--- src/design/vr_pkg.sv ---
package vr_pkg;

    localparam int IDX_W       = 16;   // refractive index, Q2.14
    localparam int ETA_W       = 32;   // eta, unsigned Q16
    localparam int D_W         = 29;   // |d| in Q28, at most 1.0
    localparam int V_W         = 45;   // v in Q28 before the second eta product
    localparam int ED_W        = 30;   // eta * d rescaled to Q14
    localparam int K_W         = 30;   // sqrt radicand, Q28 padded to an even width
    localparam int ROOT_W      = 15;   // floor(sqrt(k)), Q14
    localparam int C_W         = 31;   // eta * d - sqrt(k), signed Q14
    localparam int PROD_W      = 77;   // exact v * eta
    localparam int OUT_W       = 20;   // result components, Q5.14

    localparam int DIV_STAGES  = 8;
    localparam int DIV_STEP    = ETA_W / DIV_STAGES;
    localparam int SQRT_STAGES = 5;
    localparam int SQRT_STEP   = (K_W / 2) / SQRT_STAGES;

    localparam logic [D_W-1:0]      ONE_Q28   = 29'h1000_0000;
    localparam logic [OUT_W-1:0]    ONE_Q14   = 20'd16384;
    localparam int                  OUT_MAX   = 524287;
    // t = v * eta / 2^16 exceeds 1.0 exactly when the product reaches this.
    localparam logic [PROD_W-1:0]   TIR_LIMIT = (77'd1 << 44) + (77'd1 << 16);

    typedef enum logic [1:0] {
        ST_REFRACT  = 2'd0,
        ST_TIR      = 2'd1,
        ST_ZERO_DIV = 2'd2
    } status_t;

endpackage

--- src/design/vr_div.sv ---
module vr_div (
    input  logic                            aclk,
    input  logic [vr_pkg::DIV_STAGES-1:0]   en,
    input  logic [vr_pkg::IDX_W-1:0]        dividend_hi,
    input  logic [vr_pkg::IDX_W-1:0]        divisor,
    output logic [vr_pkg::ETA_W-1:0]        quotient
);

    localparam int NS   = vr_pkg::DIV_STAGES;
    localparam int STEP = vr_pkg::DIV_STEP;
    localparam int QW   = vr_pkg::ETA_W;
    localparam int RW   = vr_pkg::IDX_W;

    logic [RW-1:0] rem_reg [NS];
    logic [RW-1:0] rem_next [NS];
    logic [QW-1:0] q_reg [NS];
    logic [QW-1:0] q_next [NS];
    logic [QW-1:0] dd_reg [NS];
    logic [QW-1:0] dd_next [NS];
    logic [RW-1:0] dsr_reg [NS];
    logic [RW-1:0] dsr_next [NS];

    // Restoring division, STEP quotient bits per stage, dividend = dividend_hi << 16.
    always_comb begin
        logic [RW:0]   r;
        logic [QW-1:0] q;
        logic [QW-1:0] dd;
        logic [RW-1:0] dsr;
        for (int s = 0; s < NS; s++) begin
            if (s == 0) begin
                r   = '0;
                q   = '0;
                dd  = {dividend_hi, {(QW-RW){1'b0}}};
                dsr = divisor;
            end else begin
                r   = {1'b0, rem_reg[s-1]};
                q   = q_reg[s-1];
                dd  = dd_reg[s-1];
                dsr = dsr_reg[s-1];
            end
            for (int j = 0; j < STEP; j++) begin
                r  = {r[RW-1:0], dd[QW-1]};
                dd = dd << 1;
                if (r >= {1'b0, dsr}) begin
                    r = r - {1'b0, dsr};
                    q = {q[QW-2:0], 1'b1};
                end else begin
                    q = {q[QW-2:0], 1'b0};
                end
            end
            rem_next[s] = r[RW-1:0];
            q_next[s]   = q;
            dd_next[s]  = dd;
            dsr_next[s] = dsr;
        end
    end

    always_ff @(posedge aclk) begin
        for (int s = 0; s < NS; s++) begin
            if (en[s]) begin
                rem_reg[s] <= rem_next[s];
                q_reg[s]   <= q_next[s];
                dd_reg[s]  <= dd_next[s];
                dsr_reg[s] <= dsr_next[s];
            end
        end
    end

    assign quotient = q_reg[NS-1];

endmodule

--- config.mk ---
export PLATFORM = sky130hd
export DESIGN_NAME = vr_div
export DESIGN_NICKNAME = d
export VERILOG_FILES = /design/src/design/vr_pkg.sv /design/src/design/vr_div.sv
export SDC_FILE = /design/constraint.sdc
export NUM_CORES = 2
export LEC_CHECK = 0
export BUFFER_PORTS_ARGS = -buffer_cell sky130_fd_sc_hd__clkbuf_2
export CAP_MARGIN = 10
export CORE_MARGIN = 3
export CORE_UTILIZATION = 55
export CTS_BUF_LIST = sky130_fd_sc_hd__clkbuf_8
export DETAILED_ROUTE_END_ITERATION = 6
export MAX_ROUTING_LAYER = met4
export PLACE_DENSITY = 0.74
export SLEW_MARGIN = 30
export SYNTH_ARGS = -nofsm -noshare
export SYNTH_HDL_FRONTEND = slang
export SYNTH_SLANG_ARGS = --single-unit
--- constraint.sdc ---
create_clock -name aclk -period 11.5 [get_ports aclk]
set_input_delay 2.3 -clock aclk [delete_from_list [all_inputs] [get_ports aclk]]
set_output_delay 2.3 -clock aclk [all_outputs]
set_load 0.005 [all_outputs]
# After elaboration in Yosys (flattened, before gate mapping)
# Memories as Yosys holds them, arrays and structs flattened.
# Cells that the tools add are included.
[classes]
addsub = 32
n_mux = 80
n_lt_le_gt_ge = 32
[op_table]
columns = ["cell", "n"]
rows = [
  ["$ge 17x16->1", 31],
  ["$mux 16", 32],
  ["$sub 16x16->16", 31],
  ["$mux 1", 48],
  ["$ge 1x16->1", 1],
  ["$sub 1x16->16", 1],
]
[totals]
mem_count = 4
elab_cells = 148
reg_bits = 0
output_inout_bits = 32
ram_bits = 736
[mem_list]
columns = ["name", "words", "word_bits", "rd", "rd_clocked_by_memory_dff", "write_ports", "line_no", "rtl"]
rows = [
  ["q_reg", 8, 32, 8, 0, 8, "vr_div.sv:16", "logic [QW-1:0] q_reg [NS];"],
  ["dd_reg", 8, 28, 7, 0, 8, "vr_div.sv:18", "logic [QW-1:0] dd_reg [NS];"],
  ["dsr_reg", 8, 16, 7, 0, 8, "vr_div.sv:20", "logic [RW-1:0] dsr_reg [NS];"],
  ["rem_reg", 8, 16, 7, 0, 8, "vr_div.sv:14", "logic [RW-1:0] rem_reg [NS];"],
]

# Longest topological paths before layout
# An unclocked memory read counts as a cell.
[depth]
depth_word = 9
ltp_mapped = 51
ltp_nobuf = 46

# Worst setup path after synthesis
# OpenSTA, ideal clock, no wires.
[synth_path]
kind = "input-to-reg"
from = "in dividend_hi[15] (netlist bit)"
to = "mem rem_reg[0][10] (netlist bit), data pin"
setup_ps = 260
path_slack_ps = 509
n_path_buf = 4
t_arrival_ps = 10732
path_stages = 40
required_time_ps = 11240
cell_sequence = "inv_1 -> ha_1 -> inv_2 -> ha_1 -> clkbuf_1 -> o21ai_1 -> nor2_1 -> mux2i_1 -> ha_1 -> nor2b_1 -> o31ai_1 -> a21oi_1 -> o41ai_2 -> a21oi_1 -> a21oi_2 -> clkbuf_1 -> o21ai_0 -> ha_1 -> [... 4 more ...] -> a21oi_1 -> o41a_1 -> a21oi_2 -> clkbuf_1 -> mux2_2 -> inv_1 -> ha_1 -> nor2b_1 -> o21ai_0 -> a21boi_0 -> o21bai_1 -> a21boi_0 -> o211ai_1 -> a21oi_1 -> a221o_1 -> a221oi_2 -> buf_2 -> mux2_2"
[synth_rtl]
columns = ["element", "line_no", "rtl"]
rows = [
  ["start, declared", "vr_div.sv:4", "input logic [vr_pkg::IDX_W-1:0] dividend_hi,"],
  ["end, declared", "vr_div.sv:14", ""],
]

==> results by group <==
Critical path
  • Worst path max stage delay: around 0.47 ns
  • Worst R2R Start: dsr_reg[1][9]$_DFFE_PP_
  • Worst Path Arrival: between 10 and 15 ns
  • CP max stage cell: o31ai_4
  • Reg2Reg Setup Slack: 0.53 ns
  • Reg2reg end: rem_reg[2][8]$_DFFE_PP_
  • Critical Path End Type: flop
  • WS Path Type: flop to flop
  • Startpoint Class: flop
  • Cells on worst reg2reg path: 41
  • Maximum fanout along the worst path: 17
  • CP required: ~12 ns

STA
  • Final Max Slew Viols: 0
  • Fin worst setup slack: between 0.5 and 0.6 ns
  • Fin crit period: approximately 11 ns
  • Skew final: ~0.040 ns
  • Max Clk Rate: approximately 91 MHz
  • Setup_tns: 0 ns
  • Max_slew headroom: 0.351
  • Final period utilization: 0.954
  • Final Hold Viols: 0
  • Worst-margin pin slew: just under 1 ns
  • Final setup viols: 0

Layout
  • Layout area overhead: 7.66%
  • FF+latch area: roughly 12000 um2
  • Fill cells: between 5000 and 6000
  • Share of cells above drive strength 1: 0.119
  • Commonest cells after routing, fill and taps aside: ha_1, edfxtp_1, a21oi_1
  • Most common cell after layout, fill and taps aside: ha_1
  • Multi-input combinational cell area: around 26000 um2
  • Final instance area: 41800 um2
  • Fin nets: around 4800
  • Max reg flops: about 140
  • Final Util: 0.603

Clocking
  • Sink Count: 392
  • Root Driver: clkbuf_8
  • Clock Pin Slew Worst Setup and Hold Paths: approximately 0.06 ns
  • CTS Buffer Depth: 3
  • Cts bufs inserted: 69
  • H-tree depth: 3
  • Clk_lat worst skew: 0.67 ns
  • CTS tree: built

GRT
  • Vias in the first global route: about 30000
  • GRT Overall Usage: 0.274
  • GRT overflow: 0
  • Pin count of the biggest net entering global routing: 61
  • First-pass GRT wire length: between 150000 and 200000 um
  • Antenna violations before repair: 3

Synthesis
  • Share of the synthesized area in the top cell type: 0.303
  • Average size of a mapped cell: approximately 9.4 um2
  • Post-synth EDFFs: 392
  • Cells after Synth: about 4100
  • Synth Cell Area: 38800 um2
  • Synth cell types: 105
  • Prevailing post-synth register cell: edfxtp_1
  • Syn nets: 4694
  • Leading area contributor after synthesis: edfxtp_1
  • Synth top area cells: edfxtp_1, ha_1, mux2_2, xnor2_1, a21oi_1
  • Synth Register Bits: 392
  • Sequential fraction of the synthesis area: 0.303
  • Ys async rst share: 0
  • Yosys Warn Count: 0

Floorplan
  • Core Region: 69300 um2
  • Cell Rows: 96
  • Die width: around 270 um
  • IO Pins: 73
  • Initial Utilization: 0.560
  • Die Y: approximately 270 um
  • Die Footprint: 73800 um2

Place
  • Post-place setup slack: roughly 0.17 ns
  • Placer Congestion: between 0.9 and 1
  • Hpwl dp: 79600 um
  • Buffers on Ports: 72
  • Cell Area, Placed: ~40000 um2

Drt
  • Vias per cell: 6.10
  • Iter 0 DRT Violations: approximately 2700
  • Detail Route Antenna Nets: 0
  • Post-Route WL: 101000 um
  • Pre-antenna DRT Iters: 6
  • Drt drc: 0
  • Via count: around 32000
  • WL/cell: a little under 20 um

Hold path
  • Type of the most critical hold path: flop to flop
  • Hold Path Depth: 0
  • Min-delay src: q_reg[1][45]$_DFFE_PP_
  • Hold Path Sink: q_reg[1][81]$_DFFE_PP_

Status
  • Outcome: complete, no violations

Job
  • Max Cap Viol: 0
==> Yosys cell counts (all sizes together), types with 9 or more instances <==
master and n:
a211o 20, a211oi 44, a21boi 20, a21o 130
a21oi 326, a22oi 10, a31o 9, a31oi 33
and2 29, and3 24, and4 11, buf 37
clkbuf 31, edfxtp 392, fa 19, ha 486
inv 277, mux2 218, mux2i 33, nand2 284
nand2b 62, nand3 78, nand4 71, nor2 272
nor2b 69, nor3 85, nor4 26, o211a 10
o211ai 26, o21a 84, o21ai 275, o21bai 50
o221ai 14, o31a 22, o31ai 35, o41ai 14
or2 27, or3 27, xnor2 219, xor2 129
==> per-stage QoR <==
| step | hold slack, ns | instances |
|---|---|---|
| after floorplan | 0.400 | 4148 |
| after global placement | 0.401 | 5127 |
| after detailed placement | 0.405 | 5127 |
| after CTS | 0.394 | 5248 |
| final | 0.399 | 5253 |
| after global routing | 0.404 | 5253 |
==> per-layer routing <==
layer  GRT usage  up-vias  routed length [um]
met5           -        -                   0
met1       0.365    15000               46000
met4      0.0964        0                3660
met2       0.426      979               45400
li1            -    15900                   -
met3      0.0405      216                6070
==> area by class of cell <==
type,instances,area share
inverter,278,0.0251
multi-input combinational,3410,0.617
timing repair buffer,119,0.0171
tap,931,0.0279
clock inverter,51,0.00853
clock buffer,70,0.0230
antenna,2,0.000120
sequential,392,0.282
==> timing repair <==
item / CTS / global route
setup endpoints to repair: 0 / 74
hold buffers: 0 / 0
resized for setup: 0 / 21
endpoints found under the hold margin: 0 / 0
setup buffers: 0 / 3
==> cell families (layout without fill, tap and decap cells) <==
logic type	count (synthesis)	count (layout)	share of synthesized area
AND/OR/NAND/NOR	1094	1094	0.138
adder cells (fa/ha/maj)	505	505	0.166
buffers and inverters	346	518	0.0351
other	0	2	0
AO/OA/AOI/OAI	1212	1212	0.206
multiplexers	251	251	0.0726
flip-flops	392	392	0.303
XOR/XNOR	348	348	0.0785
==> how the worst max path moves through the flow <==
| stage | from | to |
|---|---|---|
| final | dsr_reg[1][9]$_DFFE_PP_ | rem_reg[2][8]$_DFFE_PP_ |
| after global routing | dsr_reg[1][1]$_DFFE_PP_ | rem_reg[2][10]$_DFFE_PP_ |
| after CTS | dsr_reg[5][1]$_DFFE_PP_ | rem_reg[6][4]$_DFFE_PP_ |
| after detailed placement | divisor[0] | rem_reg[0][5]$_DFFE_PP_ |
| after global placement | dsr_reg[5][1]$_DFFE_PP_ | rem_reg[6][4]$_DFFE_PP_ |
| after floorplan | dividend_hi[15] | rem_reg[0][10]$_DFFE_PP_ |
==> worst max-delay path: cells and delay by family (launching register included) <==
family                     cells  cell delay (ns)
muxes                          1             0.40
DFF                            1             0.40
buffers and inverters          4             0.60
AOI/OAI and AO/OA             23             6.27
and+or+nand+nor                9             1.71
adders and majority gates      4             1.28
Power is left out: the tool's default activity adds up to more than one toggle a clock period on the data nets, which glitch-free logic cannot reach.
