===== src/design/vr_pkg.sv =====
package vr_pkg;

    localparam int IDX_W       = 16;   // refractive index, Q2.14
    localparam int ETA_W       = 32;   // eta, unsigned Q16
    localparam int D_W         = 29;   // |d| in Q28, at most 1.0
    localparam int V_W         = 45;   // v in Q28 before the second eta product
    localparam int ED_W        = 30;   // eta * d rescaled to Q14
    localparam int K_W         = 30;   // sqrt radicand, Q28 padded to an even width
    localparam int ROOT_W      = 15;   // floor(sqrt(k)), Q14
    localparam int C_W         = 31;   // eta * d - sqrt(k), signed Q14
    localparam int PROD_W      = 77;   // exact v * eta
    localparam int OUT_W       = 20;   // result components, Q5.14

    localparam int DIV_STAGES  = 8;
    localparam int DIV_STEP    = ETA_W / DIV_STAGES;
    localparam int SQRT_STAGES = 5;
    localparam int SQRT_STEP   = (K_W / 2) / SQRT_STAGES;

    localparam logic [D_W-1:0]      ONE_Q28   = 29'h1000_0000;
    localparam logic [OUT_W-1:0]    ONE_Q14   = 20'd16384;
    localparam int                  OUT_MAX   = 524287;
    // t = v * eta / 2^16 exceeds 1.0 exactly when the product reaches this.
    localparam logic [PROD_W-1:0]   TIR_LIMIT = (77'd1 << 44) + (77'd1 << 16);

    typedef enum logic [1:0] {
        ST_REFRACT  = 2'd0,
        ST_TIR      = 2'd1,
        ST_ZERO_DIV = 2'd2
    } status_t;

endpackage


===== src/design/vr_sqrt.sv =====
module vr_sqrt (
    input  logic                            aclk,
    input  logic [vr_pkg::SQRT_STAGES-1:0]  en,
    input  logic [vr_pkg::K_W-1:0]          radicand,
    output logic [vr_pkg::ROOT_W-1:0]       root
);

    localparam int NS   = vr_pkg::SQRT_STAGES;
    localparam int STEP = vr_pkg::SQRT_STEP;
    localparam int KW   = vr_pkg::K_W;
    localparam int SW   = vr_pkg::ROOT_W;
    localparam int RW   = vr_pkg::ROOT_W + 2;

    logic [RW-1:0] rem_reg [NS];
    logic [RW-1:0] rem_next [NS];
    logic [SW-1:0] root_reg [NS];
    logic [SW-1:0] root_next [NS];
    logic [KW-1:0] rad_reg [NS];
    logic [KW-1:0] rad_next [NS];

    // Digit-by-digit square root, one result bit per step, STEP steps per stage.
    always_comb begin
        logic [RW+1:0] r;
        logic [RW-1:0] trial;
        logic [SW-1:0] q;
        logic [KW-1:0] x;
        for (int s = 0; s < NS; s++) begin
            if (s == 0) begin
                r = '0;
                q = '0;
                x = radicand;
            end else begin
                r = {2'b00, rem_reg[s-1]};
                q = root_reg[s-1];
                x = rad_reg[s-1];
            end
            for (int j = 0; j < STEP; j++) begin
                r     = {r[RW-1:0], x[KW-1:KW-2]};
                x     = x << 2;
                trial = {q, 2'b01};
                if (r >= {2'b00, trial}) begin
                    r = r - {2'b00, trial};
                    q = {q[SW-2:0], 1'b1};
                end else begin
                    q = {q[SW-2:0], 1'b0};
                end
            end
            rem_next[s]  = r[RW-1:0];
            root_next[s] = q;
            rad_next[s]  = x;
        end
    end

    always_ff @(posedge aclk) begin
        for (int s = 0; s < NS; s++) begin
            if (en[s]) begin
                rem_reg[s]  <= rem_next[s];
                root_reg[s] <= root_next[s];
                rad_reg[s]  <= rad_next[s];
            end
        end
    end

    assign root = root_reg[NS-1];

endmodule


===== config.mk =====
export PLATFORM = sky130hd
export DESIGN_NAME = vr_sqrt
export DESIGN_NICKNAME = d
export VERILOG_FILES = /design/src/design/vr_pkg.sv /design/src/design/vr_sqrt.sv
export SDC_FILE = /design/constraint.sdc
export NUM_CORES = 1
export LEC_CHECK = 0
export ABC_CLOCK_PERIOD_IN_PS = 6950
export BUFFER_PORTS_ARGS = -buffer_cell sky130_fd_sc_hd__buf_2
export CAP_MARGIN = 25
export CORE_MARGIN = 1
export CORE_UTILIZATION = 32
export DETAILED_ROUTE_END_ITERATION = 8
export SLEW_MARGIN = 15
export SYNTH_ARGS = -nofsm -noshare
export SYNTH_HDL_FRONTEND = slang
export SYNTH_SLANG_ARGS = --single-unit

===== constraint.sdc =====
create_clock -name aclk -period 6.95 [get_ports aclk]
set_input_delay 1.39 -clock aclk [delete_from_list [all_inputs] [get_ports aclk]]
set_output_delay 1.39 -clock aclk [all_outputs]
set_load 0.1 [all_outputs]

* Word level (Yosys, flattened, before mapping) *
Memory sizes are Yosys's and may differ from the RTL's.
Index checks and enable logic that the tools add are counted.

cells by class
  $add $sub $neg = 15
  multiply operators = 0
  divide/modulo/power cells = 0
  magnitude comparators = 15
  equal/unequal tests = 0
  shift-type cells = 0
  mux-type cells = 40
  bitwise logic cells = 0
  reductions and logical operators = 0

operator list
  operator             number
  $mux 17              15
  $ge 19x17->1         12
  $sub 17x17->17       12
  $mux 1               25
  $ge 19x3->1          1
  $ge 19x4->1          1
  $sub 17x3->17        1
  $sub 17x4->17        1
  $sub 2x1->3 const B  1
  $ge 2x1->1 const B   1

storage, ports and cells
  register bits after elaboration = 0
  bits in latches = 0
  memory bits (writable) = 280
  bits in read-only memories = 0
  output and inout bits = 15
  logic and storage cells = 73
  memories kept = 3

memory list
  memory    depth  bits a word  read ports  clocked after memory_dff  wr ports  line           RTL
  rad_reg   5      24           4           0                         5         vr_sqrt.sv:18  logic [KW-1:0] rad_reg [NS];
  rem_reg   5      17           4           0                         5         vr_sqrt.sv:14  logic [RW-1:0] rem_reg [NS];
  root_reg  5      15           5           0                         5         vr_sqrt.sv:16  logic [SW-1:0] root_reg [NS];

* Longest topological paths before layout *
Gate-level depths: netlist of run 1.
An unclocked memory read counts as a cell.

  depth after elaboration = 7
  gate-level depth with buffers = 39
  mapped depth without buffers = 36

* Worst setup path before layout of run 1 *
Ideal clock, no wire load.

  kind = register to register
  start = memory root_reg[0][1] in the netlist's numbering
  end = memory rem_reg[0][27] in the netlist's numbering (data pin)
  library setup time = 264 ps
  arrival time = 6812 ps
  required time = 6686 ps
  setup slack = -126 ps
  stages on the path, launching flop included = 34
  period minus slack after synthesis = 7076 ps
  path through = edfxtp_1 > inv_1 > ha_1 > o21a_1 > o2bb2ai_1 > nand3_2 > clkbuf_1 > o21ai_0 > inv_1 > ha_1 > nand3_1 > a2111oi_0 > a211o_1 > nor3_1 > nand3_1 > inv_1 > buf_1 > nor2_1 > xnor2_1 > ha_1 > a21o_1 > a21o_1 > a21oi_1 > o21a_1 > a21o_1 > nand2_1 > a31oi_1 > a32oi_1 > or2_2 > or3_1 > clkbuf_1 > nand2_1 > nor2_1 > xor2_1

RTL lines
  what                line
  start: declaration  vr_sqrt.sv:16
  end: declaration    vr_sqrt.sv:14

==> flow_summary.toml, run 1 <==
[run_status]
outcome = "finished clean"

[setup_path]
worstSetupStartpointType = "flop"
critPathMaxStageDelay_ns = 0.55
crit_arrival_ns = 6.77
endpoint_kind = "flop"
critical_path.slowest_cell = "or4_1"
crit_type = "flop to flop"
cp.required_ns = 7.15
critPathMaxFanout = 15
crit_top_cell = "a21oi_1"

[synthesis]
synth_cells = 1543
ys.flop_type = "edfxtp_1"
yosys_warnings = 0
netlist_area_um2 = 14400
syn_avg_cell_area_um2 = 9.35
synth_seq_cells = 173
async_flop_share = 0
ys_seq_area_frac = 0.360
synth_edf_count = 173
yosys.cell_types.count = 94

[layout]
design_area_um2 = 16500
seqCellArea_um2 = 5190
syn_to_final_growth_pct = 14.5
fillers = 4503
fin_nets = 1820
largest_reg_flops = 68
multi_input_comb_area_um2 = 8820
drive_gt1_frac = 0.150
antenna_cells = 0

[grt]
grt_pass1_vias = 11300
grt_max_degree = 45
grt_first_pass_wirelength_um = 60200
antenna_found_initial = 0
globalRouteOverflowTotal = 0
grt_use_total = 0.164

[placement]
gp_congestion = 0.917
pre_cts_slack_ns = -0.240
place_area_um2 = 15700
port_buffers = 50
hpwl_um = 30400

[die]
die_area_um2 = 45900
die_w_um = 214
io_pins = 51
chipHeight_um = 214
rows = 77
core_area_um2 = 44300
initial_core_util = 0.325

[route]
drtPass1Iterations = 5
avgRoutedWirePerCell_um = 16.8
drc = 0
vias = 12000
drtAntennaViolNets = 0
vias_per_cell = 5.31
drtIter0Drc = 696
totalWireLength_um = 37800

[power]
leakagePower_nw = 6.69
intPower_w = 0.00349
p_sw_frac = 0.428
p_seq_frac = 0.256
switching_power_w = 0.00261
power_density_nw_per_um2 = 369
ir_drop_v = 0.000170
p_comb_frac = 0.586
pwr-share-clk = 0.157

[timing]
hold_viol = 0
post-route-period-util = 0.946
setup_violations = 0
skew_ns = 0.0207
relSlewSlack = 0.335
timing.fmax_ghz = 0.152
fin_ws_ns = 0.376
slew_viol_final = 0
holdWs_ns = 0.418
min_period_ns = 6.57
tightest_slew_ns = 0.998

[job]
drv_cap = 0

[clocking]
tritoncts = "yes"
clkSlewWorstSetupHoldPaths_ns = 0.08
cts_root_buf = "clkbuf_16"
cts_buffers = 17
cts_sinks = 173
clkLatencyLatePin_ns = 0.46
hold_buffers = 0
cts_max_path_buffers = 2
htree_num_levels = 4

[hold_path]
hp-class = "flop to flop"
metrics by stage:
step / power (W) / instances / TNS (ns) / util
2_1_floorplan: 0.00412 / 1544 / 0 / -
3_3_place_gp: 0.00501 / 2216 / -0.158 / 0.355
3_5_place_dp: 0.00505 / 2216 / -0.257 / 0.355
4_1_cts: 0.00604 / 2247 / 0 / 0.368
5_1_grt: 0.00655 / 2255 / -0.0114 / 0.373
6_report: 0.00610 / 2255 / 0 / 0.373
repair_timing:
action / in CTS / in global routing
endpoints found under the setup margin: 3 / 34
buffers inserted: 0 / 7
pin swaps: 0 / 10
resized for setup: 4 / 51
final cells by class:
| cell class | count | area share |
|---|---|---|
| clock buffer | 17 | 0.0257 |
| clock inverter | 14 | 0.00863 |
| inverter | 106 | 0.0242 |
| multi-input combinational | 1234 | 0.534 |
| sequential | 173 | 0.314 |
| tap | 592 | 0.0448 |
| timing repair buffer | 119 | 0.0479 |
worst paths after layout:
kind | startpoint | end | slack (ns) | depth (start not counted)
setup reg to reg | rem_reg[0][45] | rem_reg[0][52] | 0.38 | 29
setup / recovery | rem_reg[0][45] | rem_reg[0][52] | 0.38 | 29
hold / removal | rad_reg[0][13] | rad_reg[0][43] | 0.42 | 0
hold reg to reg | rad_reg[0][13] | rad_reg[0][43] | 0.42 | 0
layout by cell type (no fill, tap or decap), types with 9 or more instances in the layout:
master and count:
xor2_1 50, a31oi_1 18, nand3_1 34, o21ai_0 64, nand2b_1 24, inv_2 9
nand4_1 22, mux2_2 16, nor2_1 127, ha_1 128, o21ai_1 14, o21a_1 15
mux2i_1 16, o31ai_1 11, xnor2_1 92, a211oi_1 18, nor3_1 44, inv_1 94
buf_2 50, buf_4 66, or2_2 16, a21o_1 45, nand2_1 102, or3_1 19
nor2b_1 12, edfxtp_1 173, clkbuf_16 17, o21bai_1 16, and2_1 12, nor4_1 17
a21oi_1 116
power by group through the flow:
stage          combinational, W  clock [W]  sequential (W)
6_report                0.00357   0.000958         0.00156
5_1_grt                 0.00395    0.00102         0.00158
4_1_cts                 0.00349   0.000986         0.00156
3_5_place_dp            0.00346          0         0.00159
3_3_place_gp            0.00342          0         0.00158
2_1_floorplan           0.00254          0         0.00158
metal layers:
metal  GRT usage  part of all wire  vias to the layer above
met5           0                 0                        -
met4      0.0495             0.020                        0
met2       0.272              0.47                      308
met1       0.219              0.47                     5630
li1            -                 -                     5994
met3      0.0260             0.045                       49
cells in the mapped netlist, types with 36 or more instances:
master    count  area share
xnor2_1      92       0.056
nor2_1      130       0.034
ha_1        133        0.12
inv_1        99       0.026
xor2_1       51       0.031
nor3_1       46       0.016
a21o_1       45       0.023
edfxtp_1    173        0.36
o21ai_0      75       0.026
a21oi_1     123       0.043
nand2_1     102       0.027
nand3_1      36       0.012
critical path: cells and delay by family, from the launching register on:
kind / cells / cell delay, ns
and+or+nand+nor: 11 / 2.44
buffers and inverters: 5 / 0.83
DFF: 1 / 0.46
adders and majority gates: 2 / 0.65
AOI/OAI and AO/OA: 11 / 1.92
kinds of logic after synthesis:
logic type | share of synthesized area
buffers and inverters | 0.0389
XOR/XNOR | 0.0880
AND/OR/NAND/NOR | 0.178
flip-flops | 0.360
multiplexers | 0.0267
other | 0.000260
adder cells (fa/ha/maj) | 0.115
AO/OA/AOI/OAI | 0.192
No activity file was read; power rests on OpenSTA's default activity.
==> run 2: changes to the inputs <==
Settings changed: CELL_PAD_IN_SITES_DETAIL_PLACEMENT from default to 2, CELL_PAD_IN_SITES_GLOBAL_PLACEMENT from default to 2, CORE_UTILIZATION 32 to 37, PLACE_DENSITY_LB_ADDON from default to 0.1, REMOVE_ABC_BUFFERS from default to 1.
==> run 2 against run 1 <==
Routed wire length grew 39%. Clock power grew 12%. Utilization grew 8.5 points. Non-clock buffer count grew 93. Register-to-register slack lost 0.099 ns. Global-route usage grew 10 points. Clock-buffer cell count is the same. Via count grew 7.7%. Largest power group unchanged. Hold slack gained 0.0052 ns. Flip-flop and latch count is the same. Critical path depth grew 1.
==> flow_summary.toml, run 2 (synthesis results as in run 1) <==
[run_status]
outcome = "finished clean"

[die]
die_area_um2 = 39800
rows = 71
die_w_um = 199
initial_core_util = 0.379
chipHeight_um = 199
core_area_um2 = 38000
io_pins = 51

[route]
drtPass1Iterations = 5
drc = 0
drtIter0Drc = 652
vias = 12900
avgRoutedWirePerCell_um = 23.2
totalWireLength_um = 52600
drtAntennaViolNets = 0
vias_per_cell = 5.68

[setup_path]
cp-startpoint = "root_reg[0][1]"
critPathMaxStageDelay_ns = 0.42
cp.depth = 30
endpoint_kind = "flop"
crit_top_cell = "a21o_1"
worstSetupStartpointType = "flop"
crit_arrival_ns = 6.88
rrSetupSlack_ns = 0.28
cp-endpoint = "rem_reg[0][23]"
reg2reg_to = "rem_reg[0][23]"
crit_type = "flop to flop"
critical_path.slowest_cell = "edfxtp_1"
r2r_start = "root_reg[0][1]"
cp.required_ns = 7.16
critPathMaxFanout = 12
crit_family = "compound AO/OA/AOI/OAI gates"
r2r_cells = 30
crit_buf_inv = 4

[power]
power_density_nw_per_um2 = 391
ir_drop_v = 0.000177
finalPower_w = 0.00681
leakagePower_nw = 7.23

[clocking]
cts_buffers = 17
cts_root_buf = "clkbuf_16"
clkLatencyLatePin_ns = 0.47
cts_sinks = 173
tritoncts = "yes"
htree_num_levels = 4
clkSlewWorstSetupHoldPaths_ns = 0.08
cts_max_path_buffers = 2

[timing]
hold_viol = 0
holdWs_ns = 0.424
timing.fmax_ghz = 0.150
post-route-period-util = 0.960
tns_ns = 0
relSlewSlack = 0.355
min_period_ns = 6.67
skew_ns = 0.0145
slew_viol_final = 0
setup_violations = 0
tightest_slew_ns = 0.967

[layout]
antenna_cells = 0
final_cell_mix = "edfxtp_1, buf_4, nor2_1"
drive_gt1_frac = 0.219
finish.utilization = 0.458
largest_reg_flops = 68
syn_to_final_growth_pct = 20.7
fin_nets = 1914
fillers = 4186
final_common_cell = "edfxtp_1"
design_area_um2 = 17400

[job]
drv_cap = 0

[grt]
grt_max_degree = 42
grt_use_total = 0.269
globalRouteOverflowTotal = 0
grt_pass1_vias = 14100
grt_first_pass_wirelength_um = 81400
antenna_found_initial = 0

[placement]
port_buffers = 50
place_area_um2 = 16300
hpwl_um = 40800
gp_congestion = 0.897

[hold_path]
hp-class = "flop to flop"
run 2: cell types whose count changed in the layout (fill, tap and decap cells not counted), sizes merged:
cell      delta
or4b         +1
clkinv       -3
inv          +5
clkinvlp     -2
bufinv       +1
buf         +93
run 2: timing repair:
item                       CTS  global route
setup endpoints to repair   47            54
buffers inserted             0            13
resized for setup           15            87
gates cloned                 0             2
hold buffers                 0             0
pin swaps                    1            11
run 2: routing by layer:
metal  vias up  global-route usage  part of all wire  wire length [µm]
met4         0              0.0721             0.020              1070
li1       6149                   -                 -                 -
met3        56              0.0273             0.019              1030
met2       170               0.479              0.50             26400
met5         -                   0                 0                 0
met1      6523               0.344              0.46             24100
run 2: cell type report:
class | instances | area [µm²] | share of cell area
flip-flops and latches | 173 | 5190 | 0.298
multi-input cells | 1235 | 9040 | 0.520
repair buffers | 212 | 1500 | 0.0864
clock buffers | 17 | 425 | 0.0244
inverters | 106 | 403 | 0.0231
well taps | 511 | 639 | 0.0367
clock inverters | 15 | 196 | 0.0113
run 2: power by group:
group | total, W | internal (W) | switching [W]
combinational | 0.00415 | 0.00177 | 0.00238
sequential | 0.00158 | 0.00143 | 0.000150
clock | 0.00107 | 0.000580 | 0.000490
total | 0.00681 | 0.00378 | 0.00302
run 2: worst reg2reg max path, delay by kind of cell (launching register included):
kind | cells | cell delay [ns]
AOI/OAI and AO/OA | 12 | 2.11
and+or+nand+nor | 10 | 1.95
muxes | 1 | 0.32
adders and majority gates | 3 | 0.90
buffers and inverters | 4 | 0.71
DFF | 1 | 0.42
run 2: worst min path at each step:
stage              startpoint             end  cells past startpoint  slack [ns]
2_1_floorplan   rad_reg[0][0]  rad_reg[0][30]                      0        0.40
3_3_place_gp   rad_reg[0][60]  rad_reg[0][90]                      0        0.40
3_5_place_dp   rad_reg[0][13]  rad_reg[0][43]                      0        0.41
4_1_cts        rad_reg[0][13]  rad_reg[0][43]                      0        0.43
5_1_grt        rad_reg[0][13]  rad_reg[0][43]                      0        0.43
6_report       rad_reg[0][13]  rad_reg[0][43]                      0        0.42
run 2: per-stage QoR:
stage / setup WS (ns) / instances
after floorplan: -0.257 / 1513
after global placement: -0.0146 / 2220
after detailed placement: -0.0959 / 2221
after CTS: 0.00193 / 2253
after global routing: -0.0593 / 2269
final: 0.276 / 2269
